File: config.mk
export PLATFORM = sky130hd
export DESIGN_NAME = spdt_front
export DESIGN_NICKNAME = d
export VERILOG_FILES = /design/src/hw/rtl/spdt_pkg.sv /design/src/hw/rtl/spdt_front.sv
export SDC_FILE = /design/constraint.sdc
export NUM_CORES = 1
export LEC_CHECK = 0
export BUFFER_PORTS_ARGS = -buffer_cell sky130_fd_sc_hd__buf_2
export CORE_ASPECT_RATIO = 1.2
export CORE_MARGIN = 1
export CORE_UTILIZATION = 28
export DETAILED_ROUTE_END_ITERATION = 16
export GPL_TIMING_DRIVEN = 0
export HOLD_SLACK_MARGIN = 0.02
export PLACE_DENSITY_LB_ADDON = 0.05
export SETUP_SLACK_MARGIN = 0.4
export SKIP_CTS_REPAIR_TIMING = 1
export SYNTH_ARGS = -nofsm -noshare
export SYNTH_HDL_FRONTEND = slang
export SYNTH_SLANG_ARGS = --single-unit
File: constraint.sdc
create_clock -name clk -period 4.3 [get_ports clk]
set_clock_uncertainty 0.1 [all_clocks]
set_input_delay 0.43 -clock clk [delete_from_list [all_inputs] [get_ports clk]]
set_output_delay 0.43 -clock clk [all_outputs]
set_load 0.005 [all_outputs]
File: src/hw/rtl/spdt_pkg.sv
package spdt_pkg;

  localparam int SAMPLE_WIDTH_DEF      = 16;
  localparam int COUNT_WIDTH_DEF       = 16;
  localparam int CONTROL_THRESHOLD_DEF = 16384;

  localparam int GAIN_W      = 16;
  localparam int LEN_W       = 16;
  localparam int PROD_W      = GAIN_W + LEN_W;
  localparam int FRAC_W      = 15;
  localparam int CFG_DATA_W  = 16;
  localparam int CFG_IDX_W   = 4;
  localparam int QUEUE_DEPTH = 4;

  localparam logic [CFG_IDX_W-1:0] REG_ON_GAIN_1      = CFG_IDX_W'(0);
  localparam logic [CFG_IDX_W-1:0] REG_OFF_GAIN_1     = CFG_IDX_W'(1);
  localparam logic [CFG_IDX_W-1:0] REG_ON_GAIN_2      = CFG_IDX_W'(2);
  localparam logic [CFG_IDX_W-1:0] REG_OFF_GAIN_2     = CFG_IDX_W'(3);
  localparam logic [CFG_IDX_W-1:0] REG_TURN_ON_LEN_1  = CFG_IDX_W'(4);
  localparam logic [CFG_IDX_W-1:0] REG_TURN_OFF_LEN_1 = CFG_IDX_W'(5);
  localparam logic [CFG_IDX_W-1:0] REG_TURN_ON_LEN_2  = CFG_IDX_W'(6);
  localparam logic [CFG_IDX_W-1:0] REG_TURN_OFF_LEN_2 = CFG_IDX_W'(7);

  localparam logic [GAIN_W-1:0] ON_GAIN_RST  = GAIN_W'(32768);
  localparam logic [GAIN_W-1:0] OFF_GAIN_RST = GAIN_W'(0);
  localparam logic [LEN_W-1:0]  LEN_RST      = LEN_W'(0);

  typedef struct packed {
    logic [GAIN_W-1:0] on_gain_1;
    logic [GAIN_W-1:0] off_gain_1;
    logic [GAIN_W-1:0] on_gain_2;
    logic [GAIN_W-1:0] off_gain_2;
    logic [LEN_W-1:0]  turn_on_len_1;
    logic [LEN_W-1:0]  turn_off_len_1;
    logic [LEN_W-1:0]  turn_on_len_2;
    logic [LEN_W-1:0]  turn_off_len_2;
  } cfg_t;

  typedef struct packed {
    logic              start;
    logic [PROD_W-1:0] dividend;
    logic [LEN_W-1:0]  divisor;
  } div_req_t;

  typedef struct packed {
    logic              done;
    logic [GAIN_W-1:0] quotient;
  } div_rsp_t;

endpackage

File: src/hw/rtl/spdt_front.sv
module spdt_front import spdt_pkg::*; #(
  parameter int SAMPLE_WIDTH      = SAMPLE_WIDTH_DEF,
  parameter int COUNT_WIDTH       = COUNT_WIDTH_DEF,
  parameter int CONTROL_THRESHOLD = CONTROL_THRESHOLD_DEF,
  parameter int IN_W              = ((3 * SAMPLE_WIDTH + 7) / 8) * 8,
  parameter int ENT_W             = 2 * SAMPLE_WIDTH + 1 + COUNT_WIDTH
) (
  input  logic             clk,
  input  logic             rst_n,
  input  logic             in_tvalid,
  output logic             in_tready,
  input  logic [IN_W-1:0]  in_tdata,
  input  logic             full,
  output logic             push,
  output logic [ENT_W-1:0] push_data
);

  localparam int SW = SAMPLE_WIDTH;
  localparam logic signed [32:0] THR_X = 33'(CONTROL_THRESHOLD);

  logic                   sel_r;
  logic [COUNT_WIDTH-1:0] count_r;
  logic [COUNT_WIDTH-1:0] count_nxt;
  logic [COUNT_WIDTH-1:0] k;
  logic [SW-1:0]          ctrl;
  logic signed [32:0]     ctrl_x;
  logic                   high;

  assign in_tready = !full;
  assign push      = in_tvalid && !full;
  assign ctrl      = in_tdata[3*SW-1:2*SW];
  assign ctrl_x    = {{(33-SW){ctrl[SW-1]}}, ctrl};
  assign high      = ctrl_x > THR_X;

  // A change of selection restarts the ramp index for this very beat.
  assign k         = (high != sel_r) ? '0 : count_r;
  assign count_nxt = (&k) ? k : k + 1'b1;
  assign push_data = {k, high, in_tdata[2*SW-1:0]};

  always_ff @(posedge clk) begin
    if (!rst_n) begin
      sel_r   <= 1'b0;
      count_r <= '0;
    end else if (push) begin
      sel_r   <= high;
      count_r <= count_nxt;
    end
  end

endmodule

Word-level counts from Yosys, hierarchy flattened. Cells that the tools add are included.

$add $sub $neg: 1. Multipliers: 0. Divide/modulo/power cells: 0. Order comparisons: 1. Equal/unequal tests: 1. Shift-type cells: 0. Multiplexer cells: 2. Bitwise gates (word level): 0. Reductions and logical operators: 3.

Operators with widths (count): 2-to-1 mux 16 bit (2); adder 16 x 1 -> 16 bit (second input constant) (1); greater-than comparator 16 bit (second input constant) (1); AND reduction 16 bit (1); logical AND 1 bit (1); logical NOT 1 bit (1); inequality test 1 bit (1).

Bits in registers: 17. Latch bits: 0. Bits in writable memories: 0. Bits in read-only memories: 0. Output and inout port bits: 51. Memories: 0.

Longest topological paths before layout.
Word-level depth: 5. Mapped depth: 13.

Worst setup path after synthesis. No wires, ideal clock.

Path type: input port to flip-flop. From: in in_tdata[43]. To: reg count_r[5]. Data arrival time: 3.062 ns. Required time: 4.124 ns. Slack: 1.062 ns. Cell stages on the path: 13. Cells stage by stage: nor4_1 a41oi_1 xnor2_2 buf_2 buf_2 and2_1 ha_1 nand3_1 or2_2 clkbuf_1 o2111ai_2 or3b_2 o22ai_1.

Cells in the longest elaborated chain, start to end: 5. Elaborated cells between the ends (all ways): 6. Classes of those cells: add/sub (1); order compare (1); eq/ne (1); mux (2); reduce/logical (1).

Ends and longest elaborated chain: start: declaration (RTL line spdt_front.sv:12) `input logic [IN_W-1:0] in_tdata,`; greater-than comparator 16 bit (*) (RTL line spdt_front.sv:33) `assign high = ctrl_x > THR_X;`; via high (RTL line spdt_front.sv:27) `logic high;`; inequality test 1 bit (*) (RTL line spdt_front.sv:36) `assign k = (high != sel_r) ? '0 : count_r;`; 2-to-1 mux 16 bit (*) (RTL line spdt_front.sv:36); via push_data[33] (RTL line spdt_front.sv:15) `output logic [ENT_W-1:0] push_data`; adder 16 x 1 -> 16 bit or AND reduction 16 bit (tied branches) (RTL line spdt_front.sv:37) `assign count_nxt = (&k) ? k : k + 1'b1;`; 2-to-1 mux 16 bit (*) (RTL line spdt_front.sv:37); end signal: assignment (RTL line spdt_front.sv:46) `count_r <= count_nxt;`; end: declaration (RTL line spdt_front.sv:22) `logic [COUNT_WIDTH-1:0] count_r;`.

Mark *: on every way through the listed nets, which the timed path passes. The rest lies on a longest branch. A chain may end at the register's enable or synchronous reset.

Worst setup path after layout.
From: in in_tdata[35]. To: reg count_r[9].

Cells in the longest elaborated chain, start to end: 5. Elaborated cells between the ends (all ways): 6. Classes of those cells: add/sub (1); order compare (1); eq/ne (1); mux (2); reduce/logical (1).

Ends and longest elaborated chain (RTL line): greater-than comparator 16 bit (*) (spdt_front.sv:33); via high (spdt_front.sv:27); inequality test 1 bit (*) (spdt_front.sv:36); 2-to-1 mux 16 bit (*) (spdt_front.sv:36); adder 16 x 1 -> 16 bit or AND reduction 16 bit (tied branches) (spdt_front.sv:37); 2-to-1 mux 16 bit (*) (spdt_front.sv:37).

Marks and branches as above.

==> flow_metrics.py <==
metrics = {
    "yosys": {
        "synth_area_um2": 1460,
        "ys_ff_latch": 17,
        "synth-edff-count": 0,
        "synth_cell_types": 42,
        "synth_commonest_cells": "buf_4 (33), nand2_1 (27), and2_1 (17), dfxtp_1 (17), o22ai_1 (10)",
        "synthTopCellsByArea": "dfxtp_1 (23%), buf_4 (17%), and2_1 (7.3%), nand2_1 (6.9%), o22ai_1 (4.3%)",
        "synth_top_cell_by_area": "dfxtp_1",
        "synth_warnings": 0,
        "synth_top_area_share_pct": 23.2,
        "synthesis.nets": 243,
        "synthArstFlopShare_pct": 0,
        "synth_ff_type": "dfxtp_1",
        "synth.avg_cell_area_um2": 7.70,
        "seq_area_frac_synth_pct": 23.2,
        "synthCells": 190,
        "yosysMostFrequentCell": "buf_4",
    },
    "layout": {
        "multi_input_area_um2": 813,
        "drive_above_1_share_pct": 47.7,
        "antennaDiodeCount": 0,
        "fillerInstances": 554,
        "stdcell_area_um2": 1940,
        "final-seq-area_um2": 340,
        "fin_nets": 318,
        "area_delta_synth_final_pct": 32.3,
    },
    "grt": {
        "grt_pass1_wl_um": 6270,
        "grt_usage_pct": 15.2,
        "grt_max_degree": 11,
        "grt_antenna_before_repair": 0,
        "grt_pass1_vias": 1289,
        "overflow": 0,
    },
    "detailed_routing": {
        "drt-pass1-iter-count": 4,
        "detail-route-antenna-nets": 0,
        "via_per_inst": 4.85,
        "wl_per_cell_um": 12.7,
        "drc": 0,
        "vias": 1571,
        "drt_iter0_drc": 118,
        "wl_um": 4110,
    },
    "placement": {
        "gp_congestion": 0.743,
        "port_buffers": 70,
        "hpwl_um": 3180,
        "placed_cell_area_um2": 1890,
    },
    "die": {
        "design.core.area_um2": 4970,
        "dieArea_um2": 5520,
        "die_h_um": 81.2,
        "row_count": 28,
        "ios": 103,
        "initial_core_util_pct": 29.4,
        "die_w_um": 68.0,
    },
    "pwr": {
        "combPwrFrac_pct": 22.4,
        "vdd_drop_max_mv": 0.0890,
        "p_leak_nw": 0.866,
        "seqPwrFrac_pct": 43.4,
        "switching_share_pct": 26.7,
        "power_switching_mw": 0.0981,
        "power_density_nw_per_um2": 190,
        "clock_power_share_pct": 34.2,
        "p_int_mw": 0.270,
    },
    "worst_setup_path": {
        "worst_setup_path_end_kind": "flip-flop",
        "crit_fanout": 10,
        "cp.arrival_ns": 3.62,
        "r2r_start": "sel_r",
        "crit_type": "input pin to flip-flop",
        "cp-startpoint": "in_tdata[35]",
        "r2r_end": "count_r[9]",
        "crit_path_start_kind": "input pin",
        "required_ns": 4.36,
        "r2r_cells": 11,
        "ff2ff_setup_slack_ns": 1.29,
    },
    "hold_path": {
        "min_from": "count_r[1]",
        "min_delay_path_depth": 2,
        "hold_end": "count_r[1]",
        "hold_path.class": "flip-flop to flip-flop",
    },
    "sta": {
        "worst_pin_slew_ns": 0.557,
        "slew_headroom_pct": 62.9,
        "final_hold_viol_count": 0,
        "min_period_over_period_pct": 82.8,
        "tns_ns": 0,
        "drv_slew": 0,
        "post-route-min-period_ns": 3.56,
        "setup_viol": 0,
        "rsz0062_at_grt": "no",
        "clock.fmax_ghz": 0.281,
    },
    "clocking": {
        "cts_made_buffers": 3,
        "clk_pin_slew_ns": 0.07,
        "clock_latency_ns": 0.26,
        "numClockSinks": 17,
        "h-tree-depth": 1,
        "cts_root_buf": "clkbuf_8",
        "cts_tree": "built",
        "cts_buffer_depth": 2,
    },
    "run": {
        "maxCapViolations": 0,
    },
    "run_status": {
        "status": "finished clean",
    },
}
==> cell families (layout without fill, tap and decap cells) <==
group	count (synthesis)	after routing	share of synthesized area, %
muxes	2	2	1.37
xor gates and xnor gates	1	1	1.11
AOI/OAI and AO/OA	36	36	18.1
and+or+nand+nor	86	86	33.9
adders and majority gates	1	1	0.855
buffers and inverters	47	121	21.4
DFF	17	17	23.2
==> worst max path at each step <==
stage                       end  slack [ns]  depth (start not counted)
floorplan            count_r[5]        1.06                         13
global placement     count_r[8]        0.30                         13
detailed placement   count_r[8]        0.33                         13
CTS                  count_r[8]        0.60                         13
global route        count_r[13]        0.46                         14
finish               count_r[9]        0.74                         14
==> final cells by class <==
| class | count | area share (%) |
|---|---|---|
| repair buffers | 70 | 18.1 |
| flip-flops and latches | 17 | 17.6 |
| well taps | 60 | 3.88 |
| clock buffers | 4 | 2.33 |
| plain buffers | 44 | 15.6 |
| multi-input cells | 126 | 42.0 |
| inverters | 3 | 0.581 |
==> layer usage <==
metal  GRT usage, %  share of wire (%)  wire length (µm)
met1           18.3                 42              1740
met2           27.2                 51              2090
met3           2.39                6.3               260
met4           3.75               0.56                23
met5              0                  0                 0
==> critical path, stage by stage <==
cell and delay [ns]:
buf_2 0.10, nor4_1 0.30, a41oi_1 0.27, xnor2_2 0.31
buf_2 0.29, buf_2 0.27, and2_1 0.19, ha_1 0.24
nand3_1 0.15, or2_2 0.30, clkbuf_1 0.20, o21ai_4 0.31
o22ai_1 0.13, o32ai_1 0.12
==> through the flow <==
step                      hold WS (ns)  util [%]  worst slack [ns]  power, mW  std cells
after floorplan                  0.339         -              1.06      0.211        190
after global placement           0.369      38.0             0.300      0.248        320
after detailed placement         0.375      38.0             0.334      0.247        320
after CTS                        0.387      38.9             0.597      0.374        324
after global routing             0.405      38.9             0.460      0.386        324
final                            0.385      38.9             0.740      0.368        324
==> cells in the final DEF, fill, tap and decap left out, types with 3 or more instances in the layout <==
master    count
buf_2        74
nor4_1        4
clkbuf_8      3
or3b_2        4
a21oi_1       8
o22ai_1      10
nand2_1      27
buf_4        33
nand3_1       5
clkbuf_1      7
and2_1       17
nand4_1       3
dfxtp_1      17
o32ai_1       4
nor2_1        6
nand3b_1      6
==> power by group through the flow <==
stage / clock network [mW] / registers (mW) / logic [mW]
6_report: 0.126 / 0.160 / 0.0825
5_1_grt: 0.135 / 0.160 / 0.0910
4_1_cts: 0.130 / 0.160 / 0.0844
3_5_place_dp: 0 / 0.163 / 0.0840
3_3_place_gp: 0 / 0.163 / 0.0845
2_1_floorplan: 0 / 0.163 / 0.0482
==> state kept, by name, summed over array words and instances (netlist names) <==
| signal | count |
|---|---|
| count_r | 16 |
| sel_r | 1 |
(Power assumes the default switching activity.)
