===== src/hw/rtl/spdt_pkg.sv =====
package spdt_pkg;

  localparam int SAMPLE_WIDTH_DEF      = 16;
  localparam int COUNT_WIDTH_DEF       = 16;
  localparam int CONTROL_THRESHOLD_DEF = 16384;

  localparam int GAIN_W      = 16;
  localparam int LEN_W       = 16;
  localparam int PROD_W      = GAIN_W + LEN_W;
  localparam int FRAC_W      = 15;
  localparam int CFG_DATA_W  = 16;
  localparam int CFG_IDX_W   = 4;
  localparam int QUEUE_DEPTH = 4;

  localparam logic [CFG_IDX_W-1:0] REG_ON_GAIN_1      = CFG_IDX_W'(0);
  localparam logic [CFG_IDX_W-1:0] REG_OFF_GAIN_1     = CFG_IDX_W'(1);
  localparam logic [CFG_IDX_W-1:0] REG_ON_GAIN_2      = CFG_IDX_W'(2);
  localparam logic [CFG_IDX_W-1:0] REG_OFF_GAIN_2     = CFG_IDX_W'(3);
  localparam logic [CFG_IDX_W-1:0] REG_TURN_ON_LEN_1  = CFG_IDX_W'(4);
  localparam logic [CFG_IDX_W-1:0] REG_TURN_OFF_LEN_1 = CFG_IDX_W'(5);
  localparam logic [CFG_IDX_W-1:0] REG_TURN_ON_LEN_2  = CFG_IDX_W'(6);
  localparam logic [CFG_IDX_W-1:0] REG_TURN_OFF_LEN_2 = CFG_IDX_W'(7);

  localparam logic [GAIN_W-1:0] ON_GAIN_RST  = GAIN_W'(32768);
  localparam logic [GAIN_W-1:0] OFF_GAIN_RST = GAIN_W'(0);
  localparam logic [LEN_W-1:0]  LEN_RST      = LEN_W'(0);

  typedef struct packed {
    logic [GAIN_W-1:0] on_gain_1;
    logic [GAIN_W-1:0] off_gain_1;
    logic [GAIN_W-1:0] on_gain_2;
    logic [GAIN_W-1:0] off_gain_2;
    logic [LEN_W-1:0]  turn_on_len_1;
    logic [LEN_W-1:0]  turn_off_len_1;
    logic [LEN_W-1:0]  turn_on_len_2;
    logic [LEN_W-1:0]  turn_off_len_2;
  } cfg_t;

  typedef struct packed {
    logic              start;
    logic [PROD_W-1:0] dividend;
    logic [LEN_W-1:0]  divisor;
  } div_req_t;

  typedef struct packed {
    logic              done;
    logic [GAIN_W-1:0] quotient;
  } div_rsp_t;

endpackage


===== src/hw/rtl/spdt_fifo.sv =====
module spdt_fifo import spdt_pkg::*; #(
  parameter int WIDTH = 8
) (
  input  logic             clk,
  input  logic             rst_n,
  input  logic             push,
  input  logic [WIDTH-1:0] wdata,
  output logic             full,
  input  logic             pop,
  output logic [WIDTH-1:0] rdata,
  output logic             empty
);

  localparam int PTR_W = $clog2(QUEUE_DEPTH);
  localparam int CNT_W = $clog2(QUEUE_DEPTH + 1);

  logic [WIDTH-1:0] mem_r [QUEUE_DEPTH];
  logic [PTR_W-1:0] wr_ptr_r;
  logic [PTR_W-1:0] rd_ptr_r;
  logic [CNT_W-1:0] cnt_r;
  logic [PTR_W-1:0] wr_ptr_nxt;
  logic [PTR_W-1:0] rd_ptr_nxt;

  assign full  = cnt_r == CNT_W'(QUEUE_DEPTH);
  assign empty = cnt_r == '0;
  assign rdata = mem_r[rd_ptr_r];

  assign wr_ptr_nxt = (wr_ptr_r == PTR_W'(QUEUE_DEPTH - 1)) ? '0 : wr_ptr_r + 1'b1;
  assign rd_ptr_nxt = (rd_ptr_r == PTR_W'(QUEUE_DEPTH - 1)) ? '0 : rd_ptr_r + 1'b1;

  always_ff @(posedge clk) begin
    if (push) begin
      mem_r[wr_ptr_r] <= wdata;
    end
  end

  always_ff @(posedge clk) begin
    if (!rst_n) begin
      wr_ptr_r <= '0;
      rd_ptr_r <= '0;
      cnt_r    <= '0;
    end else begin
      if (push) begin
        wr_ptr_r <= wr_ptr_nxt;
      end
      if (pop) begin
        rd_ptr_r <= rd_ptr_nxt;
      end
      if (push && !pop) begin
        cnt_r <= cnt_r + 1'b1;
      end else if (pop && !push) begin
        cnt_r <= cnt_r - 1'b1;
      end
    end
  end

endmodule


===== config.mk =====
export PLATFORM = sky130hd
export DESIGN_NAME = spdt_fifo
export DESIGN_NICKNAME = d
export VERILOG_FILES = /design/src/hw/rtl/spdt_pkg.sv /design/src/hw/rtl/spdt_fifo.sv
export SDC_FILE = /design/constraint.sdc
export NUM_CORES = 1
export LEC_CHECK = 0
export BUFFER_PORTS_ARGS = -buffer_cell sky130_fd_sc_hd__buf_2
export CORE_MARGIN = 1.5
export CORE_UTILIZATION = 35
export CTS_CLUSTER_DIAMETER = 60
export DETAILED_ROUTE_END_ITERATION = 8
export HOLD_SLACK_MARGIN = 0.1
export PLACE_DENSITY = 0.65
export SLEW_MARGIN = 20
export SYNTH_ARGS = -nofsm -noshare
export SYNTH_HDL_FRONTEND = slang
export SYNTH_SLANG_ARGS = --single-unit

===== constraint.sdc =====
create_clock -name clk -period 1.78 [get_ports clk]
set_input_delay 0.089 -clock clk [delete_from_list [all_inputs] [get_ports clk]]
set_output_delay 0.089 -clock clk [all_outputs]
set_load 0.1 [all_outputs]

Word-level counts from Yosys, hierarchy flattened
Memories as Yosys holds them, arrays and structs flattened. A register that Yosys moved wholly into a read port is not among the register bits.
Cells that the tools add are included.
{ "totals": {"output_inout_bits": 10, "memories": 1, "reg_bits": 7, "input_bits": 12, "ram_bits": 32, "word_cells": 25} }
{ "mem_list": {"columns": ["memory", "depth", "width", "rd", "rd_ports_with_merged_regs", "wr", "line_no", "rtl"], "rows": [
  ["mem_r", 4, 8, 1, 1, 1, "spdt_fifo.sv:17", "logic [WIDTH-1:0] mem_r [QUEUE_DEPTH];"]
]} }
{ "classes": {"reduce_logical": 6, "n_addsub": 4, "eq_ne": 3, "n_mux": 8} }
{ "op_table": {"columns": ["cell", "n"], "rows": [
  ["$mux 2", 4],
  ["$mux 3", 2],
  ["$add 2x1->2 const B", 2],
  ["$eq 2x2->1 const B", 2],
  ["$add 3x1->3 const B", 1],
  ["$eq 3x3->1 const B", 1],
  ["$logic_not 3->1", 1],
  ["$sub 3x1->3 const B", 1],
  ["$logic_and 1x1->1", 2],
  ["$logic_not 1->1", 2],
  ["$mux 1", 2],
  ["$reduce_bool 2->1", 1]
]} }

Depth between registers and ports, before layout
Gate-level depths: netlist (run 1).
{ "depth": {"ltp_word": 4, "depth_mapped": 7, "depth_no_buf": 7} }

Worst setup path after synthesis (run 1)
Ideal clock, no wire load.
{ "synth_timing": {"path_type": "flip-flop to output port", "from": "reg cnt_r[0]", "to": "out full", "arrival_ps": 2553, "path_slack_ps": -862, "required_time_ps": 1691, "stages_incl_launch_ff": 2, "path_buffers": 0, "path_cell_list": "dfxtp_1 -> nor3b_1"} }
{ "synth_via": {"elab_chain_len": 1} }
{ "synth_lines": {"columns": ["element", "line_no", "rtl"], "rows": [
  ["from (decl)", "spdt_fifo.sv:20", "logic [CNT_W-1:0] cnt_r;"],
  ["from (signal assigned)", "spdt_fifo.sv:50", "cnt_r <= cnt_r + 1'b1;"],
  ["from (signal assigned)", "spdt_fifo.sv:52", "cnt_r <= cnt_r - 1'b1;"],
  ["$eq 3x3->1", "spdt_fifo.sv:24", "assign full = cnt_r == CNT_W'(QUEUE_DEPTH);"],
  ["to (decl)", "spdt_fifo.sv:8", "output logic full,"]
]} }
No other way between the ends.

==> reports/summary.md, run 1 <==
TritonCTS built the clock tree. The floorplan die height was 70.9 µm; the xor and xnor area share after synthesis was 1.08%. In this design, the stage delay of the slowest critical-path cell is 0.53 ns. The clock passes through at most 2 buffers. The slowest cell on the critical path is sky130_fd_sc_hd__mux4_2. STA puts the critical path data arrival time at 1.59 ns. The async set or reset register ratio after synthesis is 0%, and the final weighted congestion in routability-driven placement is 0.645. Of the total synthesized cell area, the portion taken by AND, OR, NAND and NOR gates is 5.58%. The leading cell type in the layout, fill and taps excluded was sky130_fd_sc_hd__edfxtp_1. For this run, design rule violations remaining after detail routing come to 0. The first detailed-routing pass ran for 4 iterations. The count of port buffers added during placement is 21. For the max-slew violation total from the final report, the log shows 0.

Max-cap violations in this run came to 0. During I/O placement, the number of pins put on the boundary was 22. The instance count along the most critical hold path was 3; the length of routed wiring on met1 was 1090 µm.

VDD sags by at most 0.504 mV. The clock period minus final worst setup slack came out at 1.68 ns. Detailed-routed wire length on met2: 1310 µm. The multiplexer area fraction after synthesis is 13.6%, and the detailed-route wire length per cell is 14.6 µm. Counting every instance in the synthesized netlist gives 86.

The number of nets in the synthesized netlist is 105. The most frequent cell on the critical path is sky130_fd_sc_hd__buf_4. Across all hold checks on the routed design, the worst slack comes to 0.173 ns. The total power per unit cell area was 1230 mW/mm²; the all-layer global routing usage was 11.4%. At the pin with the least slew margin, the transition time is 0.488 ns.

The tools report the number of antenna violations at the first check in global routing as 0. Detailed placement ended at an HPWL of 1760 µm. The synthesized netlist devotes 1.24% of its cell area to compound gates.

For this block, the routed nets add up to 2560 µm of wire. In this run the worst path has a maximum fanout of 8. The start-to-end type of the worst setup path is flop to primary output. Dominant delay contributor by cell family on the critical path: multiplexers.

Of the cells placed in the final design, the portion with a size suffix greater than 1 is 32.5%. STA classifies the critical path endpoint as a primary output. Number of warnings printed during yosys synthesis: 0. In this run the static leakage power is 0.755 nW. The maximum level of the CTS H-tree was 2. The element type at the critical path start is a flop. In the layout the commonest cells are sky130_fd_sc_hd__edfxtp_1, sky130_fd_sc_hd__buf_2, sky130_fd_sc_hd__dfxtp_1, sky130_fd_sc_hd__dlygate4sd3_1, sky130_fd_sc_hd__buf_4.

The netlist uses 20 different library cells. Of the available clock period, the critical path in the final layout requires 94.2%. The met3 wire length is 118 µm, and the insertion delay of the later-clocked pin in the worst-skew pair is 0.29 ns.

After synthesis, the mean cell area works out to 18.8 µm². For the count of buffers added by post-CTS timing repair for setup, the log shows 0. The number of antenna diodes in the final layout is 0.

The critical path runs through a total of 3 cells. Setup repair after global routing left no endpoint under its margin. The die covers 0.00503 mm². The area growth from synthesis to layout is 25.9%. The run gives 24 as the number of standard-cell rows in the floorplan. Summing the areas of all fa, ha and maj instances in the mapped netlist gives 5.89% of the synthesized area. The clock-pin slew on the worst setup and hold paths is 0.08 ns. Path type of the worst min-delay path: primary input to flop. For this configuration, the core starts out at a cell density of 36.8%. Endpoint required time on the critical path: 1.69 ns.

The tree is rooted in a sky130_fd_sc_hd__clkbuf_8. The tools report the final net count as 141. The first global-routing pass estimated 4240 µm of wire. The final route contains 820 vias. After detailed routing, no signal wire sits above met4. Among all flip-flop cells after synthesis, the most frequent one is sky130_fd_sc_hd__edfxtp_1.

The run gives 70.6% as the portion of the post-synthesis area used by sequential elements. The total of flip-flops plus latches after synthesis is 41, and the number of buffers added by the clock tree synthesis step is 5. The normalized max-slew margin was 67.7%. For this run the aggregate overflow at the end of global routing stands at 0. By area, the combinational part of the netlist is dominated by multiplexers. Setup total negative slack on the finished layout was measured at 0 ns.

In this run the standard cell core region covers 0.00438 mm². The count of endpoints failing setup in the final report was 0. Clock tree synthesis found a total of 41 sinks.

The run gives 403 as the number of fill cells in the layout. Walking the worst path, the cells encountered are buf_4, mux4_2, buf_4. Entering global routing, the biggest net connects 15 pins. The overall power came out at 2.51 mW.

The die is 70.9 µm wide. The worst-case reg-to-reg path depth works out to 4. The count of nets left with antenna violations once routing finished came out at 0. In this run, the number of DRC markers left after iteration 0 of detailed routing was 56.

The number of global-route vias before repair was 891. Together, buffers and inverters on the worst path number 2. Across the routed clock network, the largest skew measured is 0.00635 ns. The via-per-instance ratio works out to 4.69. In this run, synthesis inferred 32 flip-flops with an integrated enable. The logs give 0 for the number of hold-slack violations in the final timing report and 0.596 GHz for the highest attainable clock frequency. The flow ran to the end, and the final reports show no timing, DRC or antenna violations.

The mapped netlist covers 0.00162 mm².
[through the flow]
stage,util (%),setup WS (ns),cells,cell area [µm²]
floorplan,-,0.112,86,1630
global placement,40.8,0.271,158,1790
detailed placement,40.8,0.204,158,1790
CTS,45.9,0.00729,175,2010
global route,46.4,0.0103,175,2030
finish,46.4,0.103,175,2030
[layer usage]
layer	global-route usage (%)	vias up
met2	19.1	23
met4	4.40	0
met3	3.56	6
met5	0	-
met1	13.8	395
li1	-	396
[final timing paths]
check                start          end  slack, ns
setup / recovery      flop     rdata[7]       0.10
hold / removal         pop  rd_ptr_r[0]       0.17
setup reg to reg  cnt_r[0]     cnt_r[2]       0.28
hold reg to reg   cnt_r[2]     cnt_r[2]       0.52
[cell usage after synthesis (all sizes together) (2+ instances only)]
library cell	count	area share (%)
edfxtp	32	59
mux4	8	11
nor3	2	0.62
ha	6	4.6
inv	4	0.93
and2	5	1.9
dfxtp	9	11
nor2b	5	1.9
mux2i	4	2.5
[power breakdown]
group | internal [mW] | leakage (nW) | total [mW] | switching, mW
combinational | 0.145 | 0.318 | 0.502 | 0.357
clock | 0.564 | 0.0687 | 0.882 | 0.318
sequential | 1.09 | 0.368 | 1.12 | 0.0367
[registers in the layout, indices dropped and copies added, names as in the netlist, named ones only]
register	count
rd_ptr_r	2
cnt_r	3
mem_r	32
wr_ptr_r	2
[cells by family after synthesis]
| family | count (synthesis) |
|---|---|
| AOI/OAI and AO/OA | 3 |
| xor gates and xnor gates | 2 |
| adders and majority gates | 7 |
| buffers and inverters | 6 |
| DFF | 41 |
| muxes | 12 |
| and+or+nand+nor | 15 |
[worst reg2reg max path: stages (launching register included)]
cell and delay [ns]:
sky130_fd_sc_hd__dfxtp_1 0.37, sky130_fd_sc_hd__fa_1 0.45, sky130_fd_sc_hd__xor2_1 0.16, sky130_fd_sc_hd__or3_1 0.30, sky130_fd_sc_hd__a21boi_1 0.15
[area by class of cell]
cell class | instances | area, µm² | area share (%)
well taps | 52 | 65.1 | 3.20
inverters | 4 | 15.0 | 0.738
multi-input cells | 39 | 453 | 22.3
clock inverters | 3 | 68.8 | 3.38
repair buffers | 31 | 223 | 10.9
clock buffers | 5 | 68.8 | 3.38
flip-flops and latches | 41 | 1140 | 56.1
[what timing repair did]
| item | 4_1_cts | 5_1_grt |
|---|---|---|
| gates resized for setup | 0 | 16 |
| setup endpoints to repair | 0 | 8 |
| endpoints found under the hold margin | 36 | 0 |
| hold buffers | 9 | 0 |
No activity file was read; power rests on OpenSTA's default activity.
==> run 2: changes to the inputs <==
==> constraint.sdc (replaced) <==
create_clock -name clk -period 1.78 [get_ports clk]
set_input_delay 0.534 -clock clk [delete_from_list [all_inputs] [get_ports clk]]
set_output_delay 0.534 -clock clk [all_outputs]
set_load 0.1 [all_outputs]
==> reports/summary.md, run 2 (synthesis results as in run 1) <==
The run gives 46.8% as the proportion of power drawn by flip-flops and latches. The floorplan step set the die height to 70.9 µm. In the final routed layout, each cell accounts on average for 14.9 µm. STA puts the critical path data required time at 1.25 ns. The number of global-route vias before repair was 890. Entering global routing, the biggest net connects 13 pins. Routability-driven placement finished with a final weighted congestion of 0.722. Setup violations remaining at the end of the flow were counted as 8. The floorplan has 24 rows.

The tree is rooted in a sky130_fd_sc_hd__clkbuf_8. The clock passes through at most 2 buffers. Number of sinks handled by clock tree synthesis: 41.

In the final layout, the registers with the most flip-flops are mem_r (32), cnt_r (3). The number of remaining DRC errors came out at 0. The number of standard cells in the final layout excluding fillers came out at 176. In this run the power density over the cells is 1160 mW/mm².

The checks that failed: setup timing. The clock-pin slew on the worst setup and hold paths was 0.07 ns. The library cells used most frequently in the layout, excluding fill and tap cells, are sky130_fd_sc_hd__edfxtp_1, sky130_fd_sc_hd__buf_2, sky130_fd_sc_hd__buf_4. For the pin with the worst max-slew slack, the measured transition is 0.445 ns. The worst setup slack for register-to-register paths was 0.29 ns; the leftover overflow at the end of global routing was 0. The worst hold path belongs to the class primary input to flop.

The launch instance of the worst min-delay path was wdata[0]. The maximum fanout count along the critical path was 8; the overall power was 2.40 mW. The nature of the critical path endpoint was a primary output.

Counting the fill cells in the layout gives 386. After detailed placement, the design holds a cell count of 168. In this design, the critical path's most frequently occurring cell is sky130_fd_sc_hd__buf_12.

From synthesis to final layout, the design area changed by 28.5%. The setup TNS after final layout was -1.82 ns; the routed wire length was 2620 µm. VDD sags by at most 0.733 mV.

The die is 70.9 µm wide. The tools report the placed wire-length estimate as 1890 µm. The slowest cell on the critical path was sky130_fd_sc_hd__mux4_2. The run gives -0.245 ns as the setup slack of the critical path after layout. The normalized max-slew margin is 70.3%. For the count of buffers added by post-CTS timing repair for setup, the log shows 0. The logs give 700 µW for the net switching power and 0 for the number of nets with antenna violations after detailed routing. At the end of the flow the core is filled with cells to 47.3%. The detailed router placed 839 vias in this run.

In this run the cell area measured after placement is 0.00190 mm². During I/O placement, the number of pins put on the boundary was 22. Input and output buffers added on the ports amount to 21. Once layout is done, the placed cells without fillers occupy 0.00208 mm². The tools report the insertion delay of the later-clocked pin in the worst-skew pair as 0.29 ns. Counting cells, the worst reg-to-reg path comes to 4.

Static timing analysis puts the maximum clock frequency at 0.494 GHz. The fraction of layout cells with a size suffix above 1 was 40.3%. Traced cell by cell, the critical path runs through buf_12, mux4_2, buf_12.

The endpoint identified for the worst register-to-register timing path is cnt_r[2]. The logs give 142 for the final net count and 0 for the number of hold-slack violations in the final timing report. TritonCTS created 5 clock buffers. The instance count along the most critical hold path was 1. The maximum level of the CTS H-tree came out at 2. The register with the most flip-flops in the final layout is mem_r. The clock period minus final worst setup slack works out to 2.02 ns. The run finished, with violations left. The number of antenna violations at the first check in global routing is 0, and the full die area is 0.00503 mm².

The max-slew violation total from the final report was 0. Combinational cells account for 24.4% of the total power. The flip-flop count of the largest register after layout works out to 32.

The setup path with the least slack is of type flop to primary output. The number of iterations in the first detailed-routing pass was 4. For the worst setup path, the data arrival time is 1.49 ns.

Global routing used 12.0% of the available tracks. The number of violations of the max-capacitance limit was 0. Setup repair after global routing could not meet its margin everywhere. The run gives 4350 µm as the global-route wire length before repair. After layout, the worst path uses 114% of the clock period.

For this design the static power due to leakage is 0.782 nW. In this run switching power makes up 29.2% of total power. The element type at the critical path start was a flop. The logs give 1.70 mW for the internal power and 113 for the number of DRC violations after detailed-routing iteration 0. For this configuration, the core starts out at a cell density of 36.8%. The startpoint identified for the worst register-to-register timing path is cnt_r[0].

TritonCTS built the clock tree. After detailed routing, the number of vias per cell comes to 4.77. In this run, the clock network consumes 28.8% of the power. Leading cell type in the layout, fill and taps excluded: sky130_fd_sc_hd__edfxtp_1. The path with the worst hold slack has its endpoint at mem_r[3][0]. On the final layout, the worst clock skew is 0.00407 ns.

On the worst path, the slowest cell contributes a delay of 0.54 ns. The core region is 0.00438 mm². The repair_antennas step left the layout with diodes totalling 0.
-- run 2: cell types whose count changed in the layout (fill, tap and decap cells not counted) --
cell	previous run	this run
sky130_fd_sc_hd__dlygate4sd3_1	9	0
sky130_fd_sc_hd__buf_6	0	7
sky130_fd_sc_hd__buf_12	0	4
sky130_fd_sc_hd__buf_2	13	11
sky130_fd_sc_hd__bufinv_16	2	0
sky130_fd_sc_hd__buf_4	9	10
sky130_fd_sc_hd__clkbuf_1	0	1
sky130_fd_sc_hd__clkbuf_16	0	1
sky130_fd_sc_hd__clkbuf_8	5	6
sky130_fd_sc_hd__dfxtp_1	9	8
sky130_fd_sc_hd__dfxtp_2	0	1
sky130_fd_sc_hd__inv_6	1	0
-- run 2: worst max-delay path, delay by kind of cell (launching register included) --
family / cells / cell delay (ns)
buffers and inverters: 2 / 0.33
flip-flops: 1 / 0.34
multiplexers: 1 / 0.54
-- run 2: cell type report --
cell class	count	area (µm²)	area share (%)
clock buffer	8	111	5.36
multi-input combinational	39	453	21.8
tap	52	65.1	3.13
inverter	4	15.0	0.723
sequential	41	1140	55.0
timing repair buffer	32	289	13.9
-- run 2: how the worst max path moves through the flow --
stage / from / endpoint / slack [ns] / cells after the start
2_1_floorplan: cnt_r[1] / full / -0.33 / 1
3_3_place_gp: pop / cnt_r[2] / -0.13 / 8
3_5_place_dp: pop / cnt_r[2] / -0.19 / 8
4_1_cts: flop / rdata[5] / -0.28 / 3
5_1_grt: flop / rdata[5] / -0.31 / 3
6_report: flop / rdata[5] / -0.24 / 3
-- run 2: power by group through the flow --
| stage | registers [mW] | clock network, mW | logic (mW) |
|---|---|---|---|
| floorplan | 1.13 | 0 | 0.402 |
| global placement | 1.14 | 0 | 0.538 |
| detailed placement | 1.14 | 0 | 0.548 |
| CTS | 1.12 | 0.715 | 0.592 |
| global route | 1.13 | 0.757 | 0.617 |
| finish | 1.12 | 0.691 | 0.584 |
-- run 2: through the flow --
| stage | hold WS (ns) | setup WS [ns] |
|---|---|---|
| finish | 0.457 | -0.245 |
| global route | 0.454 | -0.307 |
| CTS | 0.446 | -0.276 |
| detailed placement | 0.523 | -0.193 |
| global placement | 0.495 | -0.128 |
| floorplan | 0.475 | -0.333 |
-- run 2: repair_timing --
action,in CTS,in global routing
hold buffers,0,0
gates resized for setup,19,0
endpoints found under the setup margin,8,8
-- run 2: metal layers --
layer	part of all wire, %	vias up	track usage, %
met5	0	-	0
met4	1.9	0	5.03
met3	6.7	7	4.84
met2	51	24	21.3
met1	41	410	12.5
li1	-	398	-
==> run 3: changes to the inputs <==
--- a/config.mk
+++ b/config.mk
@@ -7,11 +7,12 @@
 export LEC_CHECK = 0
 export BUFFER_PORTS_ARGS = -buffer_cell sky130_fd_sc_hd__buf_2
 export CORE_MARGIN = 1.5
-export CORE_UTILIZATION = 35
+export CORE_UTILIZATION = 55
 export CTS_CLUSTER_DIAMETER = 60
 export DETAILED_ROUTE_END_ITERATION = 8
 export HOLD_SLACK_MARGIN = 0.1
-export PLACE_DENSITY = 0.65
+export PLACE_DENSITY = 0.89
+export SETUP_SLACK_MARGIN = 0.5
 export SLEW_MARGIN = 20
 export SYNTH_ARGS = -nofsm -noshare
 export SYNTH_HDL_FRONTEND = slang
==> reports/summary.md, run 3 (synthesis results as in run 1) <==
The initial utilization of the core area, before any placement, comes to 58.1%. The logs give 910 for the number of global-route vias before repair and -0.319 ns for the setup slack of the critical path after layout. Once placement finished, the instance area stood at 0.00189 mm². In the final layout, the share of cells above drive strength 1 is 50.8%. The congestion estimate from routability-driven global placement came to 0.707. The first detailed-routing pass took 4 iterations. The leading cell type in the layout, fill and taps excluded was sky130_fd_sc_hd__edfxtp_1. The final reports fail on setup timing. The min-delay analysis places its worst path in the category primary input to flop. The core region is 0.00278 mm². The worst-case reg-to-reg path depth was 5; the floorplan die height was 57.2 µm.

The clock-pin slew on the worst setup and hold paths was 0.12 ns. Clock period minus final worst setup slack: 2.10 ns. Counting the buffers created by CTS gives 5.

The register with the most flip-flops in the layout has 32 of them. The run finished, with violations left. The signal on the critical path passes through buf_12, mux4_2, buf_6. The leftover overflow at the end of global routing came out at 0. The library cell used as clock root buffer was sky130_fd_sc_hd__clkbuf_4. The post-route fraction of the period consumed by the critical path is 118%, and the max-slew violation total from the final report is 0.

The global-route wire length before repair came out at 4440 µm. The maximum level of the CTS H-tree was 2. The repair_antennas step left the layout with diodes totalling 0. The start-to-end type of the worst setup path was flop to primary output. Entering global routing, the biggest net connects 13 pins. Once layout is complete, the cells apart from fillers number 153.

Global routing used 19.5% of the available tracks across all layers. Critical path capture point: rdata[0]. 22 I/O pins were placed.

From synthesis to final layout, the design area changed by 28.7%. The worst register-to-register path begins at cnt_r[1]. The wire-length estimate of the detail-placed layout is 1890 µm.

The count of port buffers added during placement works out to 21. For this design the static power due to leakage is 0.769 nW. The endpoint required time on the critical path was 1.25 ns; the number of sinks handled by clock tree synthesis was 41. Insertion delay of the later-clocked pin in the worst-skew pair: 0.35 ns. The slowest stage of the critical path is the sky130_fd_sc_hd__mux4_2 cell. Timing would allow up to 0.476 GHz.

Dividing total power by cell area gives a power density of 1100 mW/mm². The largest single stage delay on the critical path is 0.52 ns. The number of nets with antenna violations after detailed routing was 0; the number of fill cells in the layout was 158.

For the pin with the worst max-slew slack, the measured transition is 0.231 ns. The tools report the normalized max-slew margin as 84.6%. The routed wire length was 2790 µm; the worst IR drop on VDD was 1.00 mV. With fillers left out, the area of the finished cells amounts to 0.00208 mm². More flip-flops sit in one register than any other, and that register is mem_r. The maximum fanout count along the critical path works out to 8. The endpoint identified for the worst register-to-register timing path is cnt_r[2]. The number of antenna violations at the first check in global routing was 0; the critical path data arrival time was 1.57 ns. After detailed routing, the average wire length per cell comes to 18.2 µm.

For the count of endpoints failing setup in the final report, the log shows 8. The die width came out at 57.2 µm. In the final layout, the registers with the most flip-flops are mem_r (32), cnt_r (3). For the overall power, the log shows 2.29 mW.

For this run, design rule violations remaining after detail routing come to 0. The number of placed instances, taps included, is 141. For the final routed database, the setup TNS stands at -2.41 ns. The first routing iteration left 28 violations. The floorplan step defined a die boundary enclosing 0.00327 mm².

In the layout the commonest cells are sky130_fd_sc_hd__edfxtp_1, sky130_fd_sc_hd__buf_2, sky130_fd_sc_hd__buf_6. The via-per-instance ratio was 5.54. The initialized floorplan defines 19 standard-cell rows. For this block, the via count after detailed routing is 847. Hold timing on the final database bottoms out at a slack of 0.401 ns. The clock arrives with 0.0139 ns of skew. STA classifies the critical path endpoint as a primary output. Number of hold-slack violations in the final timing report: 0. Max-cap violations in this run came to 0.

The run gives 2 as the buffer levels on the longest clock path. Setup repair after global routing could not meet its margin everywhere. Across all register-to-register paths, the minimum setup slack is 0.21 ns. The run gives 140 as the final net count. TritonCTS built the clock tree. The element type at the critical path start is a flop.
## run 3: cell count changes in the layout (fill, tap and decap cells not counted), sizes merged
cell    previous run  this run
buf               32        30
clkbuf             8         7
clkinv             0         1
## run 3: metal layers
layer / wire (µm) / GRT usage (%) / part of all wire [%] / vias up
met2: 1480 / 31.9 / 53 / 21
li1: - / - / - / 397
met4: 81 / 11.0 / 2.9 / 0
met3: 129 / 7.48 / 4.6 / 7
met1: 1100 / 22.1 / 39 / 422
met5: 0 / 0 / 0 / -
## run 3: layout make-up
| type | count | area (µm²) | share of cell area, % |
|---|---|---|---|
| inverter | 4 | 27.5 | 1.32 |
| timing repair buffer | 30 | 295 | 14.2 |
| clock buffer | 7 | 65.1 | 3.13 |
| multi-input combinational | 39 | 493 | 23.7 |
| clock inverter | 1 | 5.00 | 0.241 |
| sequential | 41 | 1150 | 55.5 |
| tap | 31 | 38.8 | 1.87 |
## run 3: where the power goes
part           leakage, nW  total [mW]  switching [mW]  internal [mW]
clock               0.0413       0.516           0.287          0.229
combinational        0.357       0.635           0.396          0.240
sequential           0.371        1.14          0.0422           1.09
total                0.769        2.29           0.724           1.56
## run 3: critical path: cells and delay by family (launching register included)
family,cells,cell delay (ns)
flip-flops,1,0.36
multiplexers,1,0.52
buffers and inverters,2,0.34
## run 3: worst min-delay path by stage
stage,slack [ns],cells past startpoint,startpoint,end
6_report,0.40,1,wdata[1],mem_r[0][1]
5_1_grt,0.38,1,wdata[2],mem_r[2][2]
4_1_cts,0.38,1,wdata[1],mem_r[1][1]
3_5_place_dp,0.52,2,cnt_r[2],cnt_r[2]
3_3_place_gp,0.50,2,cnt_r[2],cnt_r[2]
2_1_floorplan,0.49,2,cnt_r[2],cnt_r[2]
## run 3: stage by stage
step / util [%] / setup WS (ns)
2_1_floorplan: - / 0.0260
3_5_place_dp: 67.9 / -0.204
4_1_cts: 74.4 / -0.350
5_1_grt: 74.8 / -0.366
6_report: 74.8 / -0.319
3_3_place_gp: 67.9 / -0.131
## run 3: what timing repair did
action                                  in CTS  in global routing
hold buffers                                 0                  0
resized for setup                           29                  2
buffers inserted                             4                  0
endpoints found under the setup margin      44                 28
cloned                                       0                  0
pin swaps                                    4                  0
